===== src/rtl/lpbt_pkg.sv =====
package lpbt_pkg;

    localparam int NUM_FRAMES_DEF   = 16;
    localparam int PIN_BITS_DEF     = 8;
    localparam int PAGE_ID_BITS_DEF = 32;

    typedef enum logic [2:0] {
        KIND_NEW    = 3'd0,
        KIND_FETCH  = 3'd1,
        KIND_UNPIN  = 3'd2,
        KIND_FLUSH  = 3'd3,
        KIND_FLUSHA = 3'd4
    } kind_t;

    typedef enum logic [1:0] {
        ST_OK       = 2'd0,
        ST_FULL     = 2'd1,
        ST_MISSING  = 2'd2,
        ST_NEGATIVE = 2'd3
    } status_t;

    typedef struct packed {
        logic [2:0]         kind;
        logic signed [31:0] page_id;
        logic               mark_dirty;
    } req_t;

    typedef struct packed {
        logic [3:0]         frame_index;
        logic [1:0]         status;
        logic               hit;
        logic               load_needed;
        logic               zero_fill;
        logic               writeback_valid;
        logic signed [31:0] writeback_page;
        logic signed [31:0] page_out;
        logic               last;
    } rsp_t;

    // controller -> datapath
    typedef struct packed {
        logic load;      // capture request, evaluate lookup/pick
        logic commit;    // apply single-result update and emit
        logic scan_emit; // flush-all: emit current dirty frame and clear it
        logic scan_none; // flush-all: emit empty result
    } ctl_t;

    // datapath -> controller
    typedef struct packed {
        logic flush_all;
        logic invalid;
        logic any_dirty;
        logic more_dirty;
    } sts_t;

endpackage


===== src/rtl/lpbt_datapath.sv =====
module lpbt_datapath #(
    parameter int PIN_BITS     = lpbt_pkg::PIN_BITS_DEF,
    parameter int PAGE_ID_BITS = lpbt_pkg::PAGE_ID_BITS_DEF
) (
    input  logic           clk,
    input  logic           rst_n,
    input  lpbt_pkg::req_t req,
    input  lpbt_pkg::ctl_t ctl,
    output lpbt_pkg::sts_t sts,
    output lpbt_pkg::rsp_t rsp,
    output logic           rsp_strobe
);
    import lpbt_pkg::*;

    localparam int NUM_FRAMES = NUM_FRAMES_DEF;
    localparam int FW = (NUM_FRAMES > 1) ? $clog2(NUM_FRAMES) : 1;
    localparam logic [PIN_BITS-1:0] PIN_MAX = {PIN_BITS{1'b1}};

    logic [NUM_FRAMES-1:0]   used_reg, dirty_reg;
    logic [PIN_BITS-1:0]     pin_reg  [NUM_FRAMES];
    logic [FW-1:0]           rank_reg [NUM_FRAMES];
    logic [PAGE_ID_BITS-1:0] page_mem [NUM_FRAMES];

    // captured request and evaluation results
    logic [2:0]              kind_reg;
    logic [PAGE_ID_BITS-1:0] id_reg;
    logic                    neg_reg, mdirty_reg, found_reg, pick_ok_reg;
    logic [FW-1:0]           found_idx_reg, pick_idx_reg;
    logic [PAGE_ID_BITS-1:0] victim_page_reg;

    rsp_t rsp_reg, rsp_next;
    logic strobe_reg;

    // take the low bits of the request id (sign-extended later for output)
    logic [PAGE_ID_BITS-1:0] id_in;
    assign id_in = req.page_id[PAGE_ID_BITS-1:0];

    // lookup, empty search, LRU search (combinational, captured on load)
    logic              f_found, e_found, v_found;
    logic [FW-1:0]     f_idx, e_idx, v_idx;
    always_comb
    begin
        f_found = 1'b0; f_idx = '0;
        e_found = 1'b0; e_idx = '0;
        v_found = 1'b0; v_idx = '0;
        for (int i = 0; i < NUM_FRAMES; i++)
        begin
            if (!f_found && used_reg[i] && page_mem[i] == id_in)
            begin
                f_found = 1'b1; f_idx = FW'(i);
            end
            if (!e_found && !used_reg[i])
            begin
                e_found = 1'b1; e_idx = FW'(i);
            end
            if (pin_reg[i] == '0 && (!v_found || rank_reg[i] > rank_reg[v_idx]))
            begin
                v_found = 1'b1; v_idx = FW'(i);
            end
        end
    end

    // first dirty used frame for flush all
    logic [NUM_FRAMES-1:0] dmask;
    logic                  d_any, d_more;
    logic [FW-1:0]         d_idx;
    assign dmask = used_reg & dirty_reg;
    always_comb
    begin
        d_any = 1'b0; d_idx = '0; d_more = 1'b0;
        for (int i = 0; i < NUM_FRAMES; i++)
        begin
            if (dmask[i])
            begin
                if (d_any)
                    d_more = 1'b1;
                else
                begin
                    d_any = 1'b1; d_idx = FW'(i);
                end
            end
        end
    end

    assign sts.flush_all  = (kind_reg == KIND_FLUSHA);
    assign sts.invalid    = (kind_reg > KIND_FLUSHA);
    assign sts.any_dirty  = d_any;
    assign sts.more_dirty = d_more;

    logic [FW-1:0] tgt;
    logic          do_place, touch_en;
    always_comb
    begin
        do_place = 1'b0;
        tgt      = found_idx_reg;
        touch_en = 1'b0;
        if (!neg_reg && (kind_reg == KIND_NEW || kind_reg == KIND_FETCH))
        begin
            if (found_reg)
                touch_en = 1'b1;
            else if (pick_ok_reg)
            begin
                do_place = 1'b1; touch_en = 1'b1; tgt = pick_idx_reg;
            end
        end
    end

    logic signed [31:0] id32;
    assign id32 = 32'(signed'(id_reg));

    // next result item
    always_comb
    begin
        rsp_next = rsp_reg;
        if (ctl.commit)
        begin
            rsp_next          = '0;
            rsp_next.last     = 1'b1;
            rsp_next.page_out = id32;
            if (neg_reg)
                rsp_next.status = ST_NEGATIVE;
            else if (kind_reg == KIND_UNPIN || kind_reg == KIND_FLUSH)
            begin
                if (!found_reg)
                    rsp_next.status = ST_MISSING;
                else
                begin
                    rsp_next.frame_index = 4'(found_idx_reg);
                    if (kind_reg == KIND_FLUSH && dirty_reg[found_idx_reg])
                    begin
                        rsp_next.writeback_valid = 1'b1;
                        rsp_next.writeback_page  = id32;
                    end
                end
            end
            else if (found_reg)
            begin
                rsp_next.frame_index = 4'(found_idx_reg);
                if (kind_reg == KIND_FETCH)
                    rsp_next.hit = 1'b1;
                else
                    rsp_next.zero_fill = 1'b1;
            end
            else if (!pick_ok_reg)
                rsp_next.status = ST_FULL;
            else
            begin
                rsp_next.frame_index = 4'(pick_idx_reg);
                rsp_next.load_needed = (kind_reg == KIND_FETCH);
                rsp_next.zero_fill   = (kind_reg == KIND_NEW);
                if (used_reg[pick_idx_reg] && dirty_reg[pick_idx_reg])
                begin
                    rsp_next.writeback_valid = 1'b1;
                    rsp_next.writeback_page  = 32'(signed'(victim_page_reg));
                end
            end
        end
        else if (ctl.scan_emit)
        begin
            rsp_next                 = '0;
            rsp_next.frame_index     = 4'(d_idx);
            rsp_next.writeback_valid = 1'b1;
            rsp_next.writeback_page  = 32'(signed'(page_mem[d_idx]));
            rsp_next.page_out        = 32'(signed'(page_mem[d_idx]));
            rsp_next.last            = !d_more;
        end
        else if (ctl.scan_none)
        begin
            rsp_next      = '0;
            rsp_next.last = 1'b1;
        end
    end

    always_ff @(posedge clk or negedge rst_n)
    begin
        if (!rst_n)
        begin
            used_reg   <= '0;
            dirty_reg  <= '0;
            strobe_reg <= 1'b0;
            kind_reg   <= '0;
            rsp_reg    <= '0;
            for (int i = 0; i < NUM_FRAMES; i++)
            begin
                pin_reg[i]  <= '0;
                rank_reg[i] <= '0;
            end
        end
        else
        begin
            strobe_reg <= ctl.commit | ctl.scan_emit | ctl.scan_none;
            rsp_reg    <= rsp_next;
            if (ctl.load)
            begin
                kind_reg        <= req.kind;
                id_reg          <= id_in;
                neg_reg         <= id_in[PAGE_ID_BITS-1];
                mdirty_reg      <= req.mark_dirty;
                found_reg       <= f_found;
                found_idx_reg   <= f_idx;
                pick_ok_reg     <= e_found | v_found;
                pick_idx_reg    <= e_found ? e_idx : v_idx;
                victim_page_reg <= page_mem[e_found ? e_idx : v_idx];
            end
            if (ctl.commit)
            begin
                if (neg_reg)
                begin
                end
                else if (kind_reg == KIND_UNPIN || kind_reg == KIND_FLUSH)
                begin
                    if (found_reg)
                    begin
                        if (kind_reg == KIND_UNPIN)
                        begin
                            if (pin_reg[found_idx_reg] != '0)
                                pin_reg[found_idx_reg] <= pin_reg[found_idx_reg]
                                                          - PIN_BITS'(1);
                            if (mdirty_reg)
                                dirty_reg[found_idx_reg] <= 1'b1;
                        end
                        else if (dirty_reg[found_idx_reg])
                            dirty_reg[found_idx_reg] <= 1'b0;
                    end
                end
                else if (found_reg)
                begin
                    if (kind_reg == KIND_FETCH)
                    begin
                        if (pin_reg[found_idx_reg] != PIN_MAX)
                            pin_reg[found_idx_reg] <= pin_reg[found_idx_reg]
                                                      + PIN_BITS'(1);
                    end
                    else
                    begin
                        pin_reg[found_idx_reg]   <= PIN_BITS'(1);
                        dirty_reg[found_idx_reg] <= 1'b1;
                    end
                end
                else if (pick_ok_reg)
                begin
                    used_reg[pick_idx_reg]  <= 1'b1;
                    pin_reg[pick_idx_reg]   <= PIN_BITS'(1);
                    dirty_reg[pick_idx_reg] <= (kind_reg == KIND_NEW);
                end
                // recency: ranks below tgt's +1; all +1 on empty fill
                if (touch_en)
                begin
                    for (int i = 0; i < NUM_FRAMES; i++)
                    begin
                        if (used_reg[i] && FW'(i) != tgt)
                        begin
                            if (do_place && !used_reg[tgt])
                                rank_reg[i] <= rank_reg[i] + FW'(1);
                            else if (rank_reg[i] < rank_reg[tgt])
                                rank_reg[i] <= rank_reg[i] + FW'(1);
                        end
                    end
                    rank_reg[tgt] <= '0;
                end
            end
            if (ctl.scan_emit)
                dirty_reg[d_idx] <= 1'b0;
        end
    end

    // page id store: undefined until written
    always_ff @(posedge clk)
    begin
        if (ctl.commit && do_place)
            page_mem[pick_idx_reg] <= id_reg;
    end

    assign rsp        = rsp_reg;
    assign rsp_strobe = strobe_reg;

    a_one_cmd: assert property (@(posedge clk) disable iff (!rst_n)
        $onehot0({ctl.load, ctl.commit, ctl.scan_emit, ctl.scan_none}))
        else $error("multiple datapath commands");
    a_flush_clears: assert property (@(posedge clk) disable iff (!rst_n)
        ctl.scan_emit |=> !dirty_reg[$past(d_idx)])
        else $error("flushed frame still dirty");
    a_wb_dirty: assert property (@(posedge clk) disable iff (!rst_n)
        ctl.scan_emit |-> d_any)
        else $error("scan emit with no dirty frame");
endmodule


===== src/rtl/lpbt_ctrl.sv =====
module lpbt_ctrl (
    input  logic           clk,
    input  logic           rst_n,
    input  logic           start,
    input  lpbt_pkg::sts_t sts,
    output lpbt_pkg::ctl_t ctl,
    output logic           busy
);
    import lpbt_pkg::*;

    typedef enum logic [3:0] {
        S_IDLE = 4'b0001,
        S_EVAL = 4'b0010,
        S_SCAN = 4'b0100,
        S_WAIT = 4'b1000
    } state_t;

    state_t state_reg, state_next;

    always_comb
    begin
        state_next = state_reg;
        ctl = '0;
        case (state_reg)
            S_IDLE:
            begin
                if (start)
                begin
                    ctl.load = 1'b1;
                    state_next = S_EVAL;
                end
            end
            S_EVAL:
            begin
                if (sts.invalid)
                    state_next = S_IDLE;
                else if (sts.flush_all)
                begin
                    if (sts.any_dirty)
                    begin
                        ctl.scan_emit = 1'b1;
                        state_next = sts.more_dirty ? S_WAIT : S_IDLE;
                    end
                    else
                    begin
                        ctl.scan_none = 1'b1;
                        state_next = S_IDLE;
                    end
                end
                else
                begin
                    ctl.commit = 1'b1;
                    state_next = S_IDLE;
                end
            end
            // the wait state lets the cleared dirty bit settle
            S_WAIT: state_next = S_SCAN;
            S_SCAN:
            begin
                ctl.scan_emit = 1'b1;
                state_next = sts.more_dirty ? S_WAIT : S_IDLE;
            end
            default: state_next = S_IDLE;
        endcase
    end

    always_ff @(posedge clk or negedge rst_n)
    begin
        if (!rst_n)
            state_reg <= S_IDLE;
        else
            state_reg <= state_next;
    end

    assign busy = (state_reg != S_IDLE);

    a_load_idle: assert property (@(posedge clk) disable iff (!rst_n)
        ctl.load |=> state_reg == S_EVAL)
        else $error("load did not enter eval");
    a_scan_dirty: assert property (@(posedge clk) disable iff (!rst_n)
        state_reg == S_SCAN |-> sts.any_dirty)
        else $error("scan without dirty frame");
    a_scan_follow: assert property (@(posedge clk) disable iff (!rst_n)
        state_reg == S_SCAN |-> $past(state_reg) == S_WAIT)
        else $error("scan not preceded by wait");
endmodule


===== src/rtl/lru_page_buffer_pool_tracker.sv =====
// channel   ports                        handshake
// request   start, busy, req             taken when start && !busy
// result    rsp_strobe, rsp              one-cycle strobe per item, cannot stall
//
// Single-result requests: busy while evaluating; result registered from evaluation;
// a new request can be taken while the previous result is shown, not while busy.
// Flush all: evaluation emits the first dirty frame, then wait and scan states alternate,
// one frame per scan; with no dirty frame, one empty result. Unknown kinds: busy, no result.
// Reset clears used, dirty, pin and rank state at once, not page ids; no clearing pass.
// The receiver cannot stall: each result is shown for exactly one cycle.
module lru_page_buffer_pool_tracker #(
    parameter int PIN_BITS     = lpbt_pkg::PIN_BITS_DEF,
    parameter int PAGE_ID_BITS = lpbt_pkg::PAGE_ID_BITS_DEF
) (
    input  logic           clk,
    input  logic           rst_n,
    input  logic           start,
    output logic           busy,
    input  lpbt_pkg::req_t req,
    output logic           rsp_strobe,
    output lpbt_pkg::rsp_t rsp
);
    import lpbt_pkg::*;

    ctl_t ctl;
    sts_t sts;

    lpbt_ctrl u_ctrl (
        .clk   (clk),
        .rst_n (rst_n),
        .start (start),
        .sts   (sts),
        .ctl   (ctl),
        .busy  (busy)
    );

    lpbt_datapath #(
        .PIN_BITS     (PIN_BITS),
        .PAGE_ID_BITS (PAGE_ID_BITS)
    ) u_dp (
        .clk        (clk),
        .rst_n      (rst_n),
        .req        (req),
        .ctl        (ctl),
        .sts        (sts),
        .rsp        (rsp),
        .rsp_strobe (rsp_strobe)
    );
endmodule

===== config.mk =====
export PLATFORM = sky130hd
export DESIGN_NAME = lru_page_buffer_pool_tracker
export DESIGN_NICKNAME = d
export VERILOG_FILES = /design/src/rtl/lpbt_pkg.sv /design/src/rtl/lpbt_datapath.sv /design/src/rtl/lpbt_ctrl.sv /design/src/rtl/lru_page_buffer_pool_tracker.sv
export SDC_FILE = /design/constraint.sdc
export NUM_CORES = 2
export LEC_CHECK = 0
export ABC_CLOCK_PERIOD_IN_PS = 37700
export BUFFER_PORTS_ARGS = -buffer_cell sky130_fd_sc_hd__clkbuf_2
export CAP_MARGIN = 20
export CORE_MARGIN = 1
export CORE_UTILIZATION = 30
export CTS_CLUSTER_DIAMETER = 80
export DETAILED_ROUTE_END_ITERATION = 10
export MAX_ROUTING_LAYER = met4
export PLACE_DENSITY_LB_ADDON = 0.1
export SLEW_MARGIN = 10
export SYNTH_ARGS = -nofsm -noshare
export SYNTH_HDL_FRONTEND = slang
export SYNTH_SLANG_ARGS = --single-unit

===== constraint.sdc =====
create_clock -name clk -period 37.7 [get_ports clk]
set_input_delay 3.77 -clock clk [delete_from_list [all_inputs] [get_ports clk]]
set_output_delay 3.77 -clock clk [all_outputs]
set_load 0.1 [all_outputs]

==> impl_metrics.yaml <==
outcome:
  status: "completed"
synthesis:
  avgSynthCellArea_um2: 9.79
  synth_edf_count: 587
  ys_warn_count: 0
  synthCells: 6086
  synth_compound_area_frac: 0.171
  syn-cell-area_mm2: 0.0596
  synth_seq_cells: 894
  seq_area_frac_synth: 0.425
  synthArstFlopShare: 0.343
  synth_top_area_cell: "edfxtp_1"
  syn_nets: 6251
  synth_top_family_by_area: "compound AO/OA/AOI/OAI gates"
  synthXorXnorAreaFrac: 0.0807
  synth_area_leaders: "edfxtp_1, dfrtp_1, mux2i_1"
  synth_adder_area_share: 0.0266
  synth.area.mux_share: 0.111
  synth_ff_type: "edfxtp_1"
  netlist-cell-type-count: 102
  yosys.area_share.simple: 0.149
  synth_top_cell_area_share: 0.296
drt:
  drtAntennaViolNets: 0
  drcViolationCount: 0
  wl_per_cell_um: 36.6
  wl_mm: 322
  drt_first_iter_violations: 6388
  dr_total_vias: 53380
  detail_route.first_pass.iterations: 8
  vias_per_cell: 6.07
sta:
  max_freq_mhz: 28.4
  tightest_slew_ns: 1.23
  rsz0062_at_grt: "no"
  hold_viol: 0
  setup_violations: 0
  period_needed_ns: 35.17
  setup_tns_ns: 0
  slew_viol_final: 0
  slew_headroom: 0.175
  fin_worst_skew_ns: 0.104
  period_share: 0.933
hold_path:
  min_path_cells: 2
  hp-class: "flip-flop to flip-flop"
  min_from: "u_dp.rsp[70]$_DFFE_PN0P_"
  whs_endpoint: "u_dp.rsp[70]$_DFFE_PN0P_"
cts:
  cts-root-buf: "clkbuf_16"
  numClockSinks: 894
  clock_latency_ns: 0.83
  htreeDepth: 3
  tritoncts: "yes"
  cts-buffers-inserted: 113
  clkSlewWorstSetupHoldPaths_ns: 0.06
  cts_buffer_depth: 3
  cts_hold_buf: 0
grt:
  grt_pass1_vias: 50546
  antenna_found_initial: 14
  overflow: 0
  grt_pass1_wl_mm: 439
  grt_use_total: 0.323
  grt_max_degree: 139
floorplanning:
  initial_utilization: 0.302
  die_w_um: 448
  core_area_mm2: 0.197
  rows: 163
  die_h_um: 448
  die_area_mm2: 0.200
  io_pins: 116
worst_setup_path:
  end_kind: "flip-flop"
  rr_endpoint: "u_dp.victim_page_reg[10]$_DFFE_PP_"
  crit_path_frequent_cell: "a21oi_1"
  worstPathMaxFanout: 61
  crit_type: "flip-flop to flip-flop"
  critPathMaxStageDelay_ns: 0.58
  timing.rr.start: "u_dp.rank_reg[61]$_DFFE_PN0P_"
  worstPathRequired_ns: 38.24
  cp_slowest_cell: "a21oi_1"
  ff2ff_path_depth: 151
  startpoint_type: "flip-flop"
  ff2ff_setup_slack_ns: 2.53
  arrival_ns: 35.71
layout:
  drive_gt1_frac: 0.116
  post-route-cell-area_mm2: 0.0675
  largest_reg_flops: 512
  nNetsFinal: 6209
  layout-area-overhead-vs-synth_pct: 13.3
place:
  port_buffers: 115
  place_congestion: 1.01
  placedInstanceArea_mm2: 0.0634
  dp_hpwl_mm: 222
job:
  max-cap-violations: 0
-- worst max-delay path by stage --
stage | start | slack, ns | to
after floorplan | u_dp.rank_reg[63]$_DFFE_PN0P_ | 7.44 | u_dp.victim_page_reg[30]$_DFFE_PP_
after global placement | u_dp.rank_reg[63]$_DFFE_PN0P_ | 0.84 | u_dp.victim_page_reg[30]$_DFFE_PP_
after detailed placement | u_dp.rank_reg[63]$_DFFE_PN0P_ | 0.72 | u_dp.victim_page_reg[30]$_DFFE_PP_
after CTS | u_dp.rank_reg[63]$_DFFE_PN0P_ | 0.59 | u_dp.victim_page_reg[27]$_DFFE_PP_
after global routing | u_dp.rank_reg[61]$_DFFE_PN0P_ | 0.1 | u_dp.victim_page_reg[15]$_DFFE_PP_
final | u_dp.rank_reg[61]$_DFFE_PN0P_ | 2.53 | u_dp.victim_page_reg[10]$_DFFE_PP_
-- cells in the final DEF (no fill, tap or decap), drive strengths merged, types with 22 or more instances in the layout --
cell    netlist  final
a211o        40     40
a211oi       55     55
a21o         22     22
a21oi       335    335
a221o        48     48
a221oi       44     44
a22oi        99     99
a311oi       29     29
a31oi        22     22
and2         59     59
buf         130    211
clkbuf      352    280
clkinv        1     28
dfrtp       306    306
edfxtp      587    587
ha          126    126
inv          52     58
mux2i       531    531
mux4         49     49
nand2       839    839
nand2b       23     23
nand3       228    228
nand4       132    132
nor2        274    274
nor2b        30     30
nor3         86     86
nor4        107    107
o211ai       57     57
o21a         48     48
o21ai       225    225
o221ai       45     45
o22a         64     64
o22ai       195    195
o31ai        28     28
or2          22     22
or4          55     55
xnor2       431    431
xor2        118    118
-- per-stage QoR --
| stage | cells | setup slack [ns] | hold WS (ns) | utilization |
|---|---|---|---|---|
| 2_1_floorplan | 6086 | 7.44 | 0.480 | - |
| 3_3_place_gp | 8554 | 0.845 | 0.462 | 0.321 |
| 3_5_place_dp | 8562 | 0.723 | 0.467 | 0.321 |
| 4_1_cts | 8775 | 0.586 | 0.480 | 0.341 |
| 5_1_grt | 8793 | 0.0950 | 0.492 | 0.342 |
| 6_report | 8795 | 2.53 | 0.467 | 0.342 |
-- cell families (layout without fill, tap and decap cells) --
group           Yosys count  after routing
flops                   894            894
fa+ha+maj               127            127
mux                     598            598
simple gates           1899           1899
compound gates         1484           1484
other cells               0             13
xor+xnor                549            549
buf+inv                 535            591
-- metal layers --
layer,track usage,up-vias,part of all wire
met5,-,-,0
met4,0.173,0,0.063
met3,0.0375,622,0.059
met2,0.514,2662,0.47
met1,0.402,27198,0.41
li1,-,22898,-
-- critical path, delay by kind of cell, from the launching register on --
family / cells / cell delay (ns)
AO/OA/AOI/OAI: 87 / 20.16
adder cells (fa/ha/maj): 15 / 4.21
buffers and inverters: 13 / 3.19
flip-flops: 1 / 0.32
multiplexers: 4 / 1.30
AND/OR/NAND/NOR: 32 / 5.52
-- cell usage after synthesis (21+ instances only) --
cell type / n
nand2_1: 835
edfxtp_1: 587
mux2i_1: 529
xnor2_1: 431
clkbuf_1: 351
a21oi_1: 334
dfrtp_1: 306
nor2_1: 269
nand3_1: 228
o21ai_0: 202
o22ai_1: 195
nand4_1: 132
ha_1: 126
xor2_1: 118
nor4_1: 105
a22oi_1: 99
nor3_1: 86
buf_2: 68
o22a_1: 64
and2_1: 57
o211ai_1: 57
a211oi_1: 55
or4_1: 54
inv_1: 51
mux4_2: 49
a221o_1: 48
o21a_1: 48
a221oi_1: 44
o221ai_1: 44
a211o_1: 40
buf_1: 34
nor2b_1: 30
a311oi_1: 28
o31ai_1: 28
a21o_1: 22
buf_4: 22
nand2b_1: 22
a31oi_1: 21
o21ai_1: 21
-- timing repair --
| item | in CTS | in global routing |
|---|---|---|
| endpoints found under the setup margin | 0 | 36 |
| setup buffers | 0 | 5 |
| hold endpoints to repair | 0 | 0 |
| resized for setup | 0 | 18 |
-- final cells by class --
class	count	area [um2]
fill	20157	130000
multi-input combinational	4657	32500
sequential	894	25300
clock buffer	166	3310
tap	2640	3300
timing repair buffer	325	2220
clock inverter	47	626
inverter	53	203
antenna	13	32.5
Power is not shown: default switching activity piles up to over one toggle a cycle in this logic, so the estimate is an artifact.
